==> src/hdl/triangle_closest_point_to_origin_core_macros.svh <==
// assertion macros for the triangle closest point core
// no dependencies; included by files that check their own logic
`ifndef TRIANGLE_CLOSEST_POINT_TO_ORIGIN_CORE_MACROS_SVH
`define TRIANGLE_CLOSEST_POINT_TO_ORIGIN_CORE_MACROS_SVH
`ifndef SYNTHESIS
// same-cycle implication, sampled on clk, off during reset
`define TCP_ASSERT_IMP(lbl, ante, cons, msg) \
    lbl: assert property (@(posedge clk) disable iff (!rst_n) (ante) |-> (cons)) \
        else $error(msg);
// next-cycle implication, sampled on clk, off during reset
`define TCP_ASSERT_NEXT(lbl, ante, cons, msg) \
    lbl: assert property (@(posedge clk) disable iff (!rst_n) (ante) |=> (cons)) \
        else $error(msg);
`else
`define TCP_ASSERT_IMP(lbl, ante, cons, msg)
`define TCP_ASSERT_NEXT(lbl, ante, cons, msg)
`endif
`endif

==> src/hdl/tcp_fifo.sv <==
// small register queue, power-of-two depth, head visible without a read cycle
// depends on nothing
`default_nettype none
module tcp_fifo #(
    parameter int WIDTH = 8,
    parameter int DEPTH = 4
)(
    input  logic             clk,
    input  logic             rst_n,
    input  logic             push,
    input  logic [WIDTH-1:0] din,
    input  logic             pop,
    output logic [WIDTH-1:0] dout,
    output logic             full,
    output logic             empty
);
    localparam int AW = $clog2(DEPTH);

    logic [WIDTH-1:0] mem_reg [DEPTH];
    logic [AW-1:0]    wr_ptr_reg;
    logic [AW-1:0]    rd_ptr_reg;
    logic [AW:0]      count_reg;
    logic             do_push;
    logic             do_pop;

    assign full    = (count_reg == (AW+1)'(DEPTH));
    assign empty   = (count_reg == '0);
    assign do_push = push && !full;
    assign do_pop  = pop && !empty;
    assign dout    = mem_reg[rd_ptr_reg];

    // pointers and fill count
    always_ff @(posedge clk or negedge rst_n)
    begin
        if (!rst_n)
        begin
            wr_ptr_reg <= '0;
            rd_ptr_reg <= '0;
            count_reg  <= '0;
        end
        else
        begin
            if (do_push)
                wr_ptr_reg <= wr_ptr_reg + AW'(1);
            if (do_pop)
                rd_ptr_reg <= rd_ptr_reg + AW'(1);
            if (do_push && !do_pop)
                count_reg <= count_reg + (AW+1)'(1);
            else if (do_pop && !do_push)
                count_reg <= count_reg - (AW+1)'(1);
        end
    end

    // storage
    always_ff @(posedge clk)
    begin
        if (do_push)
            mem_reg[wr_ptr_reg] <= din;
    end
endmodule
`default_nettype wire

==> config.mk <==
export PLATFORM = sky130hd
export DESIGN_NAME = tcp_fifo
export DESIGN_NICKNAME = d
export VERILOG_FILES = /design/src/hdl/triangle_closest_point_to_origin_core_macros.svh /design/src/hdl/tcp_fifo.sv
export SDC_FILE = /design/constraint.sdc
export NUM_CORES = 1
export LEC_CHECK = 0
export BUFFER_PORTS_ARGS = -buffer_cell sky130_fd_sc_hd__buf_4
export CORE_MARGIN = 2
export CORE_UTILIZATION = 59
export DETAILED_ROUTE_END_ITERATION = 10
export GPL_TIMING_DRIVEN = 0
export PLACE_DENSITY = 0.82
export SLEW_MARGIN = 20
export SYNTH_ARGS = -nofsm -noshare
export SYNTH_HDL_FRONTEND = slang
export SYNTH_SLANG_ARGS = --single-unit
==> constraint.sdc <==
create_clock -name clk -period 3.8 [get_ports clk]
set_input_delay 0.19 -clock clk [delete_from_list [all_inputs] [get_ports clk]]
set_output_delay 0.19 -clock clk [all_outputs]
set_load 0.03 [all_outputs]
==> results.md, run 1 <==
- Number of global-route vias before repair: 774
- Antenna cells: 0
- Met2 Track Usage GR: 28.1%
- Overall Power: 0.00145 W
- Die Span X: 55.9 um
- Ports: 22
- RR Endpoint: count_reg[2]
- Reg2reg path depth: 8
- Buffer and inverter count on the worst path: 1
- Critical Path RT: 4.06 ns
- Net count, final: 124
- Largest net degree at the start of global routing: 12
- Hold Fails Final Rpt: 0
- Antenna violations before repair: 0
- WHS Path Cells: 1
- Worst Path Arrival: 2.38 ns
- Worst-path clk slew: 0.10 ns
- Crit path max-delay cell type: dfrtp_1
- Setup-failing EPs final: 0
- CTS tree: yes
- Remaining Overflow, GRT: 0
- Max reg flops: 32
- Crit Path Class: reg -> reg
- Overall Global Routing Usage: 17.9%
- Slew Limit Fails: 0
- Placer Congestion: 0.652
- VDD IR max: 0.549 mV
- Routed vias: 749
- Vias per cell: 5.51
- Crit path depth: 8
- CTS buffer count: 5
- Worst R2R Setup Slack: 1.68 ns
- Worst slew pin tran: 0.587 ns
- Crit path capture type: register
- Leak: 0.693 nW
- CTS Sinks: 39
- Die Outline Area: 3120 um^2
- Synth Area per Inst: 20.6 um^2
- Share of cells above drive strength 1: 42.5%
- DR pass1 iterations: 4
- Status: finished clean
- PortBufs: 21
- GR Layer Usage met3: 7.44%
- Cell area after synthesis: 1590 um^2
- Crit Path Max Fanout: 4
- Post-DR wirelength/cell: 17.5 um
- Final setup TNS: 0 ns
- Worst path cell trace: nor3_1, nand2b_1, ha_1, inv_1, fa_1, xor2_1, nor2_1, xor2_1
- Routed WL: 2380 um
- Die Ht: 55.9 um
- Core box area: 2520 um^2
- Initial core utilization: 63.0%
- Util after Layout: 73.0%
- Max_cap viols: 0
- Row count: 18
- Post-DRT Antenna Nets: 0
- Sequential fraction of the synthesis area: 71.5%
- Family with the most delay on the worst path: simple AND/OR/NAND/NOR gates
- Power per cell area: 785 nW/um^2
- Hold Crit Class: in -> reg
- Remaining DRCs: 0
- Post-synthesis register bit count: 39
- Final Cycle Share: 55.8%
- Synthesis Warnings: 0
- Synth cell types: 20
- Initial drt markers: 22
- First-pass GRT wire length: 3880 um
- RSZ-0062 raised after global routing: no
- Slew margin rel.: 60.9%
- Tmin final: 2.12 ns
- Clk Latency, worst-skew pair: 0.33 ns
- Post-Syn Instances: 77
- Most frequent CP cell: xor2_1
- Final Skew: 0.00429 ns
- Root buffer cell: clkbuf_4
- Worst Hold End: mem_reg[0][0]
- Global-route layer with the greatest usage: met2
- Min-delay src: din[0]
- Max frequency: 471 MHz
- Post-Syn Nets: 95
- Nature of the critical path startpoint: register
- H-tree depth: 2
- Critical Path Max Stage Delay: 0.47 ns
- Area grow syn2layout: 15.8%
- Worst R2R Start: count_reg[0]
- Maximum clock path buffer count: 2
- Met1 Use GR: 22.9%
## metal layers
metal | wire, um | share of wire (%)
met3 | 122 | 5.1
met5 | 0 | 0
met4 | 40 | 1.7
met2 | 1240 | 52
met1 | 973 | 41
## how the worst max path moves through the flow
stage | start | end | slack, ns
final | count_reg[0] | count_reg[2] | 1.68
after floorplan | count_reg[0] | count_reg[2] | 1.29
after detailed placement | count_reg[0] | count_reg[2] | 1.70
after global placement | count_reg[0] | count_reg[2] | 1.78
after CTS | count_reg[0] | count_reg[2] | 1.67
after global routing | count_reg[0] | count_reg[2] | 1.53
## where the power goes
part	switching [W]	internal (W)	total [W]
Combinational	0.000345	0.000286	0.000631
Sequential	0.0000525	0.000579	0.000632
Clock	0.000117	0.0000655	0.000183
Total	0.000515	0.000931	0.00145
## placed cells by master, fill, tap and decap left out
cell type      Yosys  final
nor3b_4            1      1
edfxtp_1          32     32
nor2_1             1      1
xor2_1             2      2
buf_2              1      1
dlygate4sd3_1      0      1
clkinv_1           0      1
buf_6              1      1
inv_1              3      3
xnor2_1            4      4
clkinv_2           0      1
fa_1               1      1
mux2_2             1      1
nor3_1             1      1
and2_2             4      4
clkbuf_1           1      1
mux2_4             1      1
clkbuf_4           0      5
dfrtp_1            7      7
buf_4              0     21
nand3b_1           1      1
ha_1               5      5
nor2b_2            1      1
nand2b_1           1      1
mux4_2             8      8
## kinds of logic after synthesis
kind of cell | synth area share, %
flip-flops | 71.5
multiplexers | 13.0
XOR/XNOR | 3.31
buffers and inverters | 1.97
adder cells (fa/ha/maj) | 5.20
AND/OR/NAND/NOR | 5.04
## cell usage after synthesis, drive strengths merged
cell / number / area, um^2
and2: 4 / 30.0
buf: 2 / 16.3
clkbuf: 1 / 3.75
dfrtp: 7 / 175
edfxtp: 32 / 961
fa: 1 / 20.0
ha: 5 / 62.6
inv: 3 / 11.3
mux2: 2 / 26.3
mux4: 8 / 180
nand2b: 1 / 6.26
nand3b: 1 / 7.51
nor2: 1 / 3.75
nor2b: 1 / 8.76
nor3: 1 / 5.00
nor3b: 1 / 18.8
xnor2: 4 / 35.0
xor2: 2 / 17.5
## final cells by class
cell class                 instances  area (um^2)
sequential                        39         1140
fill                             161          682
multi-input combinational         32          422
timing repair buffer              22          168
clock buffer                       5         37.5
tap                               30         37.5
buffer                             3         20.0
inverter                           3         11.3
clock inverter                     2         8.76
## timing repair
| action | 4_1_cts | 5_1_grt |
|---|---|---|
| setup buffers | 0 | 0 |
| endpoints found under the hold margin | 7 | 0 |
| hold buffers | 1 | 0 |
| resized for setup | 0 | 0 |
## through the flow
stage                     hold slack [ns]  setup WS, ns  instance area [um^2]  std cells
after global placement            0.00503          1.78                  1780        128
after global routing               0.0281          1.53                  1840        136
after detailed placement           0.0104          1.70                  1780        128
final                              0.0516          1.68                  1840        136
after floorplan                    -0.106          1.29                  1590         77
after CTS                          0.0371          1.67                  1840        136
(Power assumes the default switching activity.)
==> inputs of run 2 (changes only) <==
--- a/config.mk
+++ b/config.mk
@@ -7,10 +7,10 @@
 export LEC_CHECK = 0
 export BUFFER_PORTS_ARGS = -buffer_cell sky130_fd_sc_hd__buf_4
 export CORE_MARGIN = 2
-export CORE_UTILIZATION = 59
+export CORE_UTILIZATION = 50
 export DETAILED_ROUTE_END_ITERATION = 10
 export GPL_TIMING_DRIVEN = 0
-export PLACE_DENSITY = 0.82
+export PLACE_DENSITY = 0.74
 export SLEW_MARGIN = 20
 export SYNTH_ARGS = -nofsm -noshare
 export SYNTH_HDL_FRONTEND = slang
==> constraint.sdc (replaced) <==
create_clock -name clk -period 1.8 [get_ports clk]
set_input_delay 0.09 -clock clk [delete_from_list [all_inputs] [get_ports clk]]
set_output_delay 0.09 -clock clk [all_outputs]
set_load 0.03 [all_outputs]
==> run 2 against run 1 <==
- the flow now finishes with violations (negative setup slack)
- critical path depth down 1
- sequential share of layout area down 5.7 points
- maximum frequency up 13%
- register-to-register slack worse by 1.7 ns
- wire length up 7.4%
- combinational power up 130%
- design area up 11%
- non-clock buffer count up 14
- critical path type unchanged
- clock power up 130%
- worst setup slack worse by 1.7 ns
==> results.md, run 2 (synthesis gave the netlist of run 1 again) <==
- Nature of the critical path startpoint: register
- Ports: 22
- Crit path max-delay cell type: dfrtp_2
- Status: finished with violations
- Post-DRT Antenna Nets: 0
- Maximum clock path buffer count: 2
- Critical path origin: count_reg[0]
- Vias per cell: 4.86
- Worst R2R Start: count_reg[0]
- Crit Path Max Fanout: 3
- Placer Congestion: 0.655
- CTS tree: yes
- Die Outline Area: 3650 um^2
- Remaining DRCs: 0
- Antenna violations before repair: 0
- Worst R2R Setup Slack: -0.07 ns
- Critical Path RT: 2.02 ns
- Worst Path Arrival: 2.09 ns
- Hold Crit Class: in -> reg
- Overall Power: 0.00327 W
- Area grow syn2layout: 28.0%
- Slew Limit Fails: 0
- Root buffer cell: clkbuf_4
- Clk Latency, worst-skew pair: 0.34 ns
- Min-delay src: pop
- CTS buffer count: 5
- Remaining Overflow, GRT: 0
- Overall Global Routing Usage: 16.5%
- Net count, final: 138
- Worst path cell trace: nor3b_4, nor2b_2, buf_6, ha_4, inv_2, fa_2, mux2_4
- Filler cell count: 216
- Crit path capture type: register
- First-pass GRT wire length: 4030 um
- Final non-filler cell total: 165
- CTS Sinks: 39
- Worst Hold End: rd_ptr_reg[0]
- Worst slew pin tran: 0.420 ns
- Row count: 20
- RR Endpoint: count_reg[1]
- Inst Count DP: 142
- VDD IR max: 0.772 mV
- H-tree depth: 2
- Worst-path clk slew: 0.11 ns
- Power per cell area: 1610 nW/um^2
- RSZ-0062 raised after global routing: yes
- Pre-CTS setup slack: -0.112 ns
- Setup ws final: -0.0708 ns
- Initial drt markers: 13
- Hold Fails Final Rpt: 0
- Crit Path Class: reg -> reg
- Post-DP Area: 1830 um^2
- Commonest non-fill, non-tap cell in the layout: edfxtp_1
- DR pass1 iterations: 4
- Largest net degree at the start of global routing: 12
- Max frequency: 535 MHz
- Core box area: 3030 um^2
- Die Ht: 60.4 um
- Leak: 0.768 nW
- WHS Path Cells: 3
- Max reg flops: 32
- Routed vias: 802
- Failing checks: negative setup slack
- PortBufs: 21
- Reg2reg path depth: 7
- Die Span X: 60.4 um
- Most frequent cells in the layout: 32 x edfxtp_1, 29 x buf_4, 9 x dlygate4sd3_1
- DP HPWL: 1640 um
- Final Cycle Share: 104%
- Share of cells above drive strength 1: 49.6%
- Number of global-route vias before repair: 879
- Post-DR wirelength/cell: 15.5 um
- Critical Path Max Stage Delay: 0.46 ns
- Final Skew: 0.0104 ns
- Routed WL: 2550 um
- Slew margin rel.: 72.0%
- Tmin final: 1.87 ns
- Setup-failing EPs final: 2
- Max_cap viols: 0
- Antenna cells: 0
- Final Cell Area: 2030 um^2
- Initial core utilization: 52.5%
==> run 2: cell types whose count changed in the layout (fill, tap and decap cells not counted), moves of 3 or more <==
cell / before / now
dlygate4sd3_1: 1 / 9
dfrtp_1: 7 / 4
dfrtp_2: 0 / 3
buf_4: 21 / 29
==> run 2: critical path: cells and delay by family (launching register included) <==
kind | cells | cell delay, ns
buf+inv | 2 | 0.16
flops | 1 | 0.46
simple gates | 2 | 0.30
fa+ha+maj | 2 | 0.57
mux | 1 | 0.27
==> run 2: per-layer routing <==
layer / share of wire (%) / track usage, %
met5: 0 / 0
met4: 1.2 / 6.67
met3: 5.5 / 6.40
met2: 52 / 27.0
met1: 42 / 19.7
==> run 2: timing repair <==
item                                    CTS  global route
endpoints found under the hold margin    39             0
pin swaps                                 3             3
hold buffers                              9             0
endpoints found under the setup margin   10             2
buffers inserted                          6             1
resized for setup                         5             0
==> run 2: how the worst max path moves through the flow <==
stage	endpoint	cells after the start
after floorplan	count_reg[1]	7
after global placement	count_reg[2]	8
after detailed placement	count_reg[2]	8
after CTS	count_reg[1]	7
after global routing	count_reg[2]	9
final	count_reg[1]	7
==> run 2: metrics by stage <==
stage          util [%]  setup TNS [ns]  hold WS (ns)
2_1_floorplan         -          -0.453        -0.206
3_3_place_gp       60.4          -0.109       -0.0920
3_5_place_dp       60.4          -0.212       -0.0861
4_1_cts            66.9          -0.108        0.0345
5_1_grt            67.2          -0.258        0.0450
6_report           67.2         -0.0843        0.0403
==> run 2: area by class of cell <==
class / count / area (um^2) / area share, %
buffer: 2 / 18.8 / 0.923
clock inverter: 1 / 5.00 / 0.246
multi-input combinational: 32 / 459 / 22.6
clock buffer: 7 / 45.0 / 2.21
timing repair buffer: 37 / 300 / 14.8
inverter: 3 / 11.3 / 0.554
tap: 44 / 55.1 / 2.71
sequential: 39 / 1140 / 56.0
==> run 2: where the power goes <==
part           total (W)  switching [W]  internal (W)
Sequential       0.00139       0.000162       0.00123
Combinational    0.00146       0.000721      0.000736
Clock           0.000419       0.000267      0.000152
Total            0.00327        0.00115       0.00212
==> inputs of run 3 (changes only) <==
--- a/config.mk
+++ b/config.mk
@@ -5,12 +5,14 @@
 export SDC_FILE = /design/constraint.sdc
 export NUM_CORES = 1
 export LEC_CHECK = 0
+export ABC_AREA = 1
 export BUFFER_PORTS_ARGS = -buffer_cell sky130_fd_sc_hd__buf_4
 export CORE_MARGIN = 2
-export CORE_UTILIZATION = 50
+export CORE_UTILIZATION = 51
 export DETAILED_ROUTE_END_ITERATION = 10
 export GPL_TIMING_DRIVEN = 0
 export PLACE_DENSITY = 0.74
+export RECOVER_POWER = 100
 export SLEW_MARGIN = 20
 export SYNTH_ARGS = -nofsm -noshare
 export SYNTH_HDL_FRONTEND = slang
==> run 3 against run 2 <==
- the flow now finishes without violations
- count of clock-buffer cells in the layout down 2
- synthesized cell count rose by 100%
- critical path depth decreased by 2
- register-to-register slack improved by 0.11 ns
- cell count increased by 47%
- critical path type unchanged
- critical endpoint is now mem_reg[2][3]
- largest cell class unchanged
==> results.md, run 3 <==
- Status: finished clean
- Root buffer cell: clkbuf_4
- Final non-filler cell total: 243
- Routed WL: 3410 um
- Commonest non-fill, non-tap cell in the layout: nand2_1
- Worst R2R Start: count_reg[1]
- Synth top area cells: edfxtp_1 55%, dfrtp_1 10%, nand2_1 8.9%, inv_1 6.9%, o211ai_1 6.9%
- Power per cell area: 1710 nW/um^2
- Die Span X: 62.3 um
- Post-Syn Nets: 172
- Most frequent cells in the layout: 39 x nand2_1, 32 x edfxtp_1, 28 x inv_1
- Filler cell count: 277
- Top_reg_cell synth: edfxtp_1
- Met2 Track Usage GR: 34.2%
- Inst Count DP: 221
- Ports: 22
- Post-synth top cells: 41 x nand2_1, 32 x edfxtp_1, 32 x inv_1, 16 x o211ai_1
- RR Endpoint: mem_reg[2][3]
- Crit path capture type: register
- CTS Sinks: 39
- Share of cells above drive strength 1: 20.3%
- Cell area after synthesis: 1730 um^2
- Sw frac: 41.5%
- Largest area contributor in the netlist: edfxtp_1
- Net count, final: 214
- Area grow syn2layout: 25.3%
- GR Layer Usage met3: 3.26%
- Antenna violations before repair: 0
- CTS buffer count: 5
- Synth cell types: 16
- Buffer and inverter count on the worst path: 2
- Synth top area share: 55.4%
- Core box area: 3310 um^2
- Clk Latency, worst-skew pair: 0.34 ns
- Post-DP Area: 1950 um^2
- Sequential power share: 35.5%
- Antenna cells: 0
- Ys async rst share: 17.9%
- Critical Path Max Stage Delay: 0.60 ns
- Worst path cell trace: inv_2, nand3_4, nand2_4, buf_4, nor2_1
- Combinational power share: 49.0%
- Leak: 0.960 nW
- Internal: 0.00217 W
- Worst R2R Setup Slack: 0.04 ns
- Placer Congestion: 0.714
- Initial drt markers: 51
- Worst-path clk slew: 0.12 ns
- Clock power share: 15.6%
- Synth Area per Inst: 11.3 um^2
- Crit Path Class: reg -> reg
- Setup-failing EPs final: 0
- Post-synthesis register bit count: 39
- Final Cycle Share: 98.0%
- Family with the most delay on the worst path: simple AND/OR/NAND/NOR gates
- Post-synth EDFFs: 32
- Die Ht: 62.3 um
- Hold Fails Final Rpt: 0
- Crit Path Max Fanout: 8
- Die Outline Area: 3880 um^2
- Hold Crit Class: in -> reg
- Max_cap viols: 0
- Met1 Use GR: 21.3%
- Min-delay src: push
- Overall Global Routing Usage: 18.6%
- Final setup TNS: 0 ns
- Remaining Overflow, GRT: 0
- Slew margin rel.: 45.7%
- Worst Hold End: wr_ptr_reg[0]
- Worst slew pin tran: 0.812 ns
- Number of global-route vias before repair: 1186
- VDD IR max: 1.21 mV
- DP HPWL: 2080 um
- H-tree depth: 2
- Vias per cell: 4.98
- Global-route layer with the greatest usage: met2
- Max frequency: 567 MHz
- Switching pwr: 0.00154 W
- Nature of the critical path startpoint: register
- Overall Power: 0.00371 W
- Remaining DRCs: 0
- RSZ-0062 raised after global routing: yes
- Minimum hold slack: 0.0160 ns
- Slew Limit Fails: 0
- Synthesis Warnings: 0
- Critical Path RT: 1.77 ns
- Row count: 21
- Tmin final: 1.76 ns
- Worst Path Arrival: 1.74 ns
- Routed vias: 1210
- Maximum clock path buffer count: 2
- PortBufs: 21
- Initial core utilization: 52.4%
- Reg2reg path depth: 5
- Crit path max-delay cell type: nor2_1
- CTS tree: yes
- First-pass GRT wire length: 5420 um
- Sequential fraction of the synthesis area: 65.5%
- Post-DRT Antenna Nets: 0
- Final Cell Area: 2170 um^2
- Largest net degree at the start of global routing: 14
- DR pass1 iterations: 4
- WHS Path Cells: 3
- Post-DR wirelength/cell: 14.0 um
- Top-count cell post-synth: nand2_1
- Final Skew: 0.0102 ns
- Max reg flops: 32
- Post-Syn Instances: 154
-- run 3: worst max path at each step --
stage                  from       endpoint  slack (ns)  cells past startpoint
3_3_place_gp   count_reg[0]   count_reg[1]       -0.05                      9
5_1_grt        count_reg[1]  mem_reg[2][3]       -0.03                      5
4_1_cts        count_reg[1]   count_reg[2]       -0.04                     10
3_5_place_dp   count_reg[0]   count_reg[1]       -0.12                      9
6_report       count_reg[1]  mem_reg[2][3]        0.04                      5
2_1_floorplan  count_reg[0]   count_reg[1]        0.07                      9
-- run 3: through the flow --
stage / util [%] / setup WS, ns
floorplan: - / 0.0733
global placement: 58.9 / -0.0499
detailed placement: 58.9 / -0.117
CTS: 64.7 / -0.0365
global route: 65.6 / -0.0350
finish: 65.6 / 0.0364
-- run 3: layout make-up --
type	instances	area, um^2	share of cell area, %
Clock inverter	3	43.8	2.02
Inverter	34	128	5.88
Multi-Input combinational cell	77	474	21.8
Tap cell	46	57.6	2.65
Clock buffer	5	37.5	1.73
Sequential cell	39	1140	52.3
Timing Repair Buffer	35	251	11.6
Buffer	4	43.8	2.02
-- run 3: logic make-up (layout without fill, tap and decap cells) --
family          count (synthesis)  in the layout  share of synthesized area [%]
simple gates                   53             53                           12.1
fa+ha+maj                       6              6                           4.76
buf+inv                        38             81                           9.88
flops                          39             39                           65.5
compound gates                 17             17                           7.22
xor+xnor                        1              1                          0.505
-- run 3: power groups by stage --
stage | clock network (W) | logic, W | registers (W)
2_1_floorplan | 0 | 0.00113 | 0.00131
3_3_place_gp | 0 | 0.00157 | 0.00132
3_5_place_dp | 0 | 0.00165 | 0.00133
4_1_cts | 0.000582 | 0.00171 | 0.00130
5_1_grt | 0.000627 | 0.00200 | 0.00133
6_report | 0.000577 | 0.00181 | 0.00131
-- run 3: routing by layer --
metal,share of wire [%],vias up
li1,-,589
met5,0,-
met1,43,595
met2,53,22
met4,1.2,0
met3,2.9,4
-- run 3: what timing repair did --
item	in CTS	in global routing
endpoints found under the hold margin	39	0
gates resized for setup	3	10
buffers inserted	1	4
setup endpoints to repair	28	3
hold buffers	9	0
pin swaps	1	2
-- run 3: worst min-delay path: stages --
cell	delay [ns]
buf_4	0.11
nand3_1	0.07
nand2_1	0.06
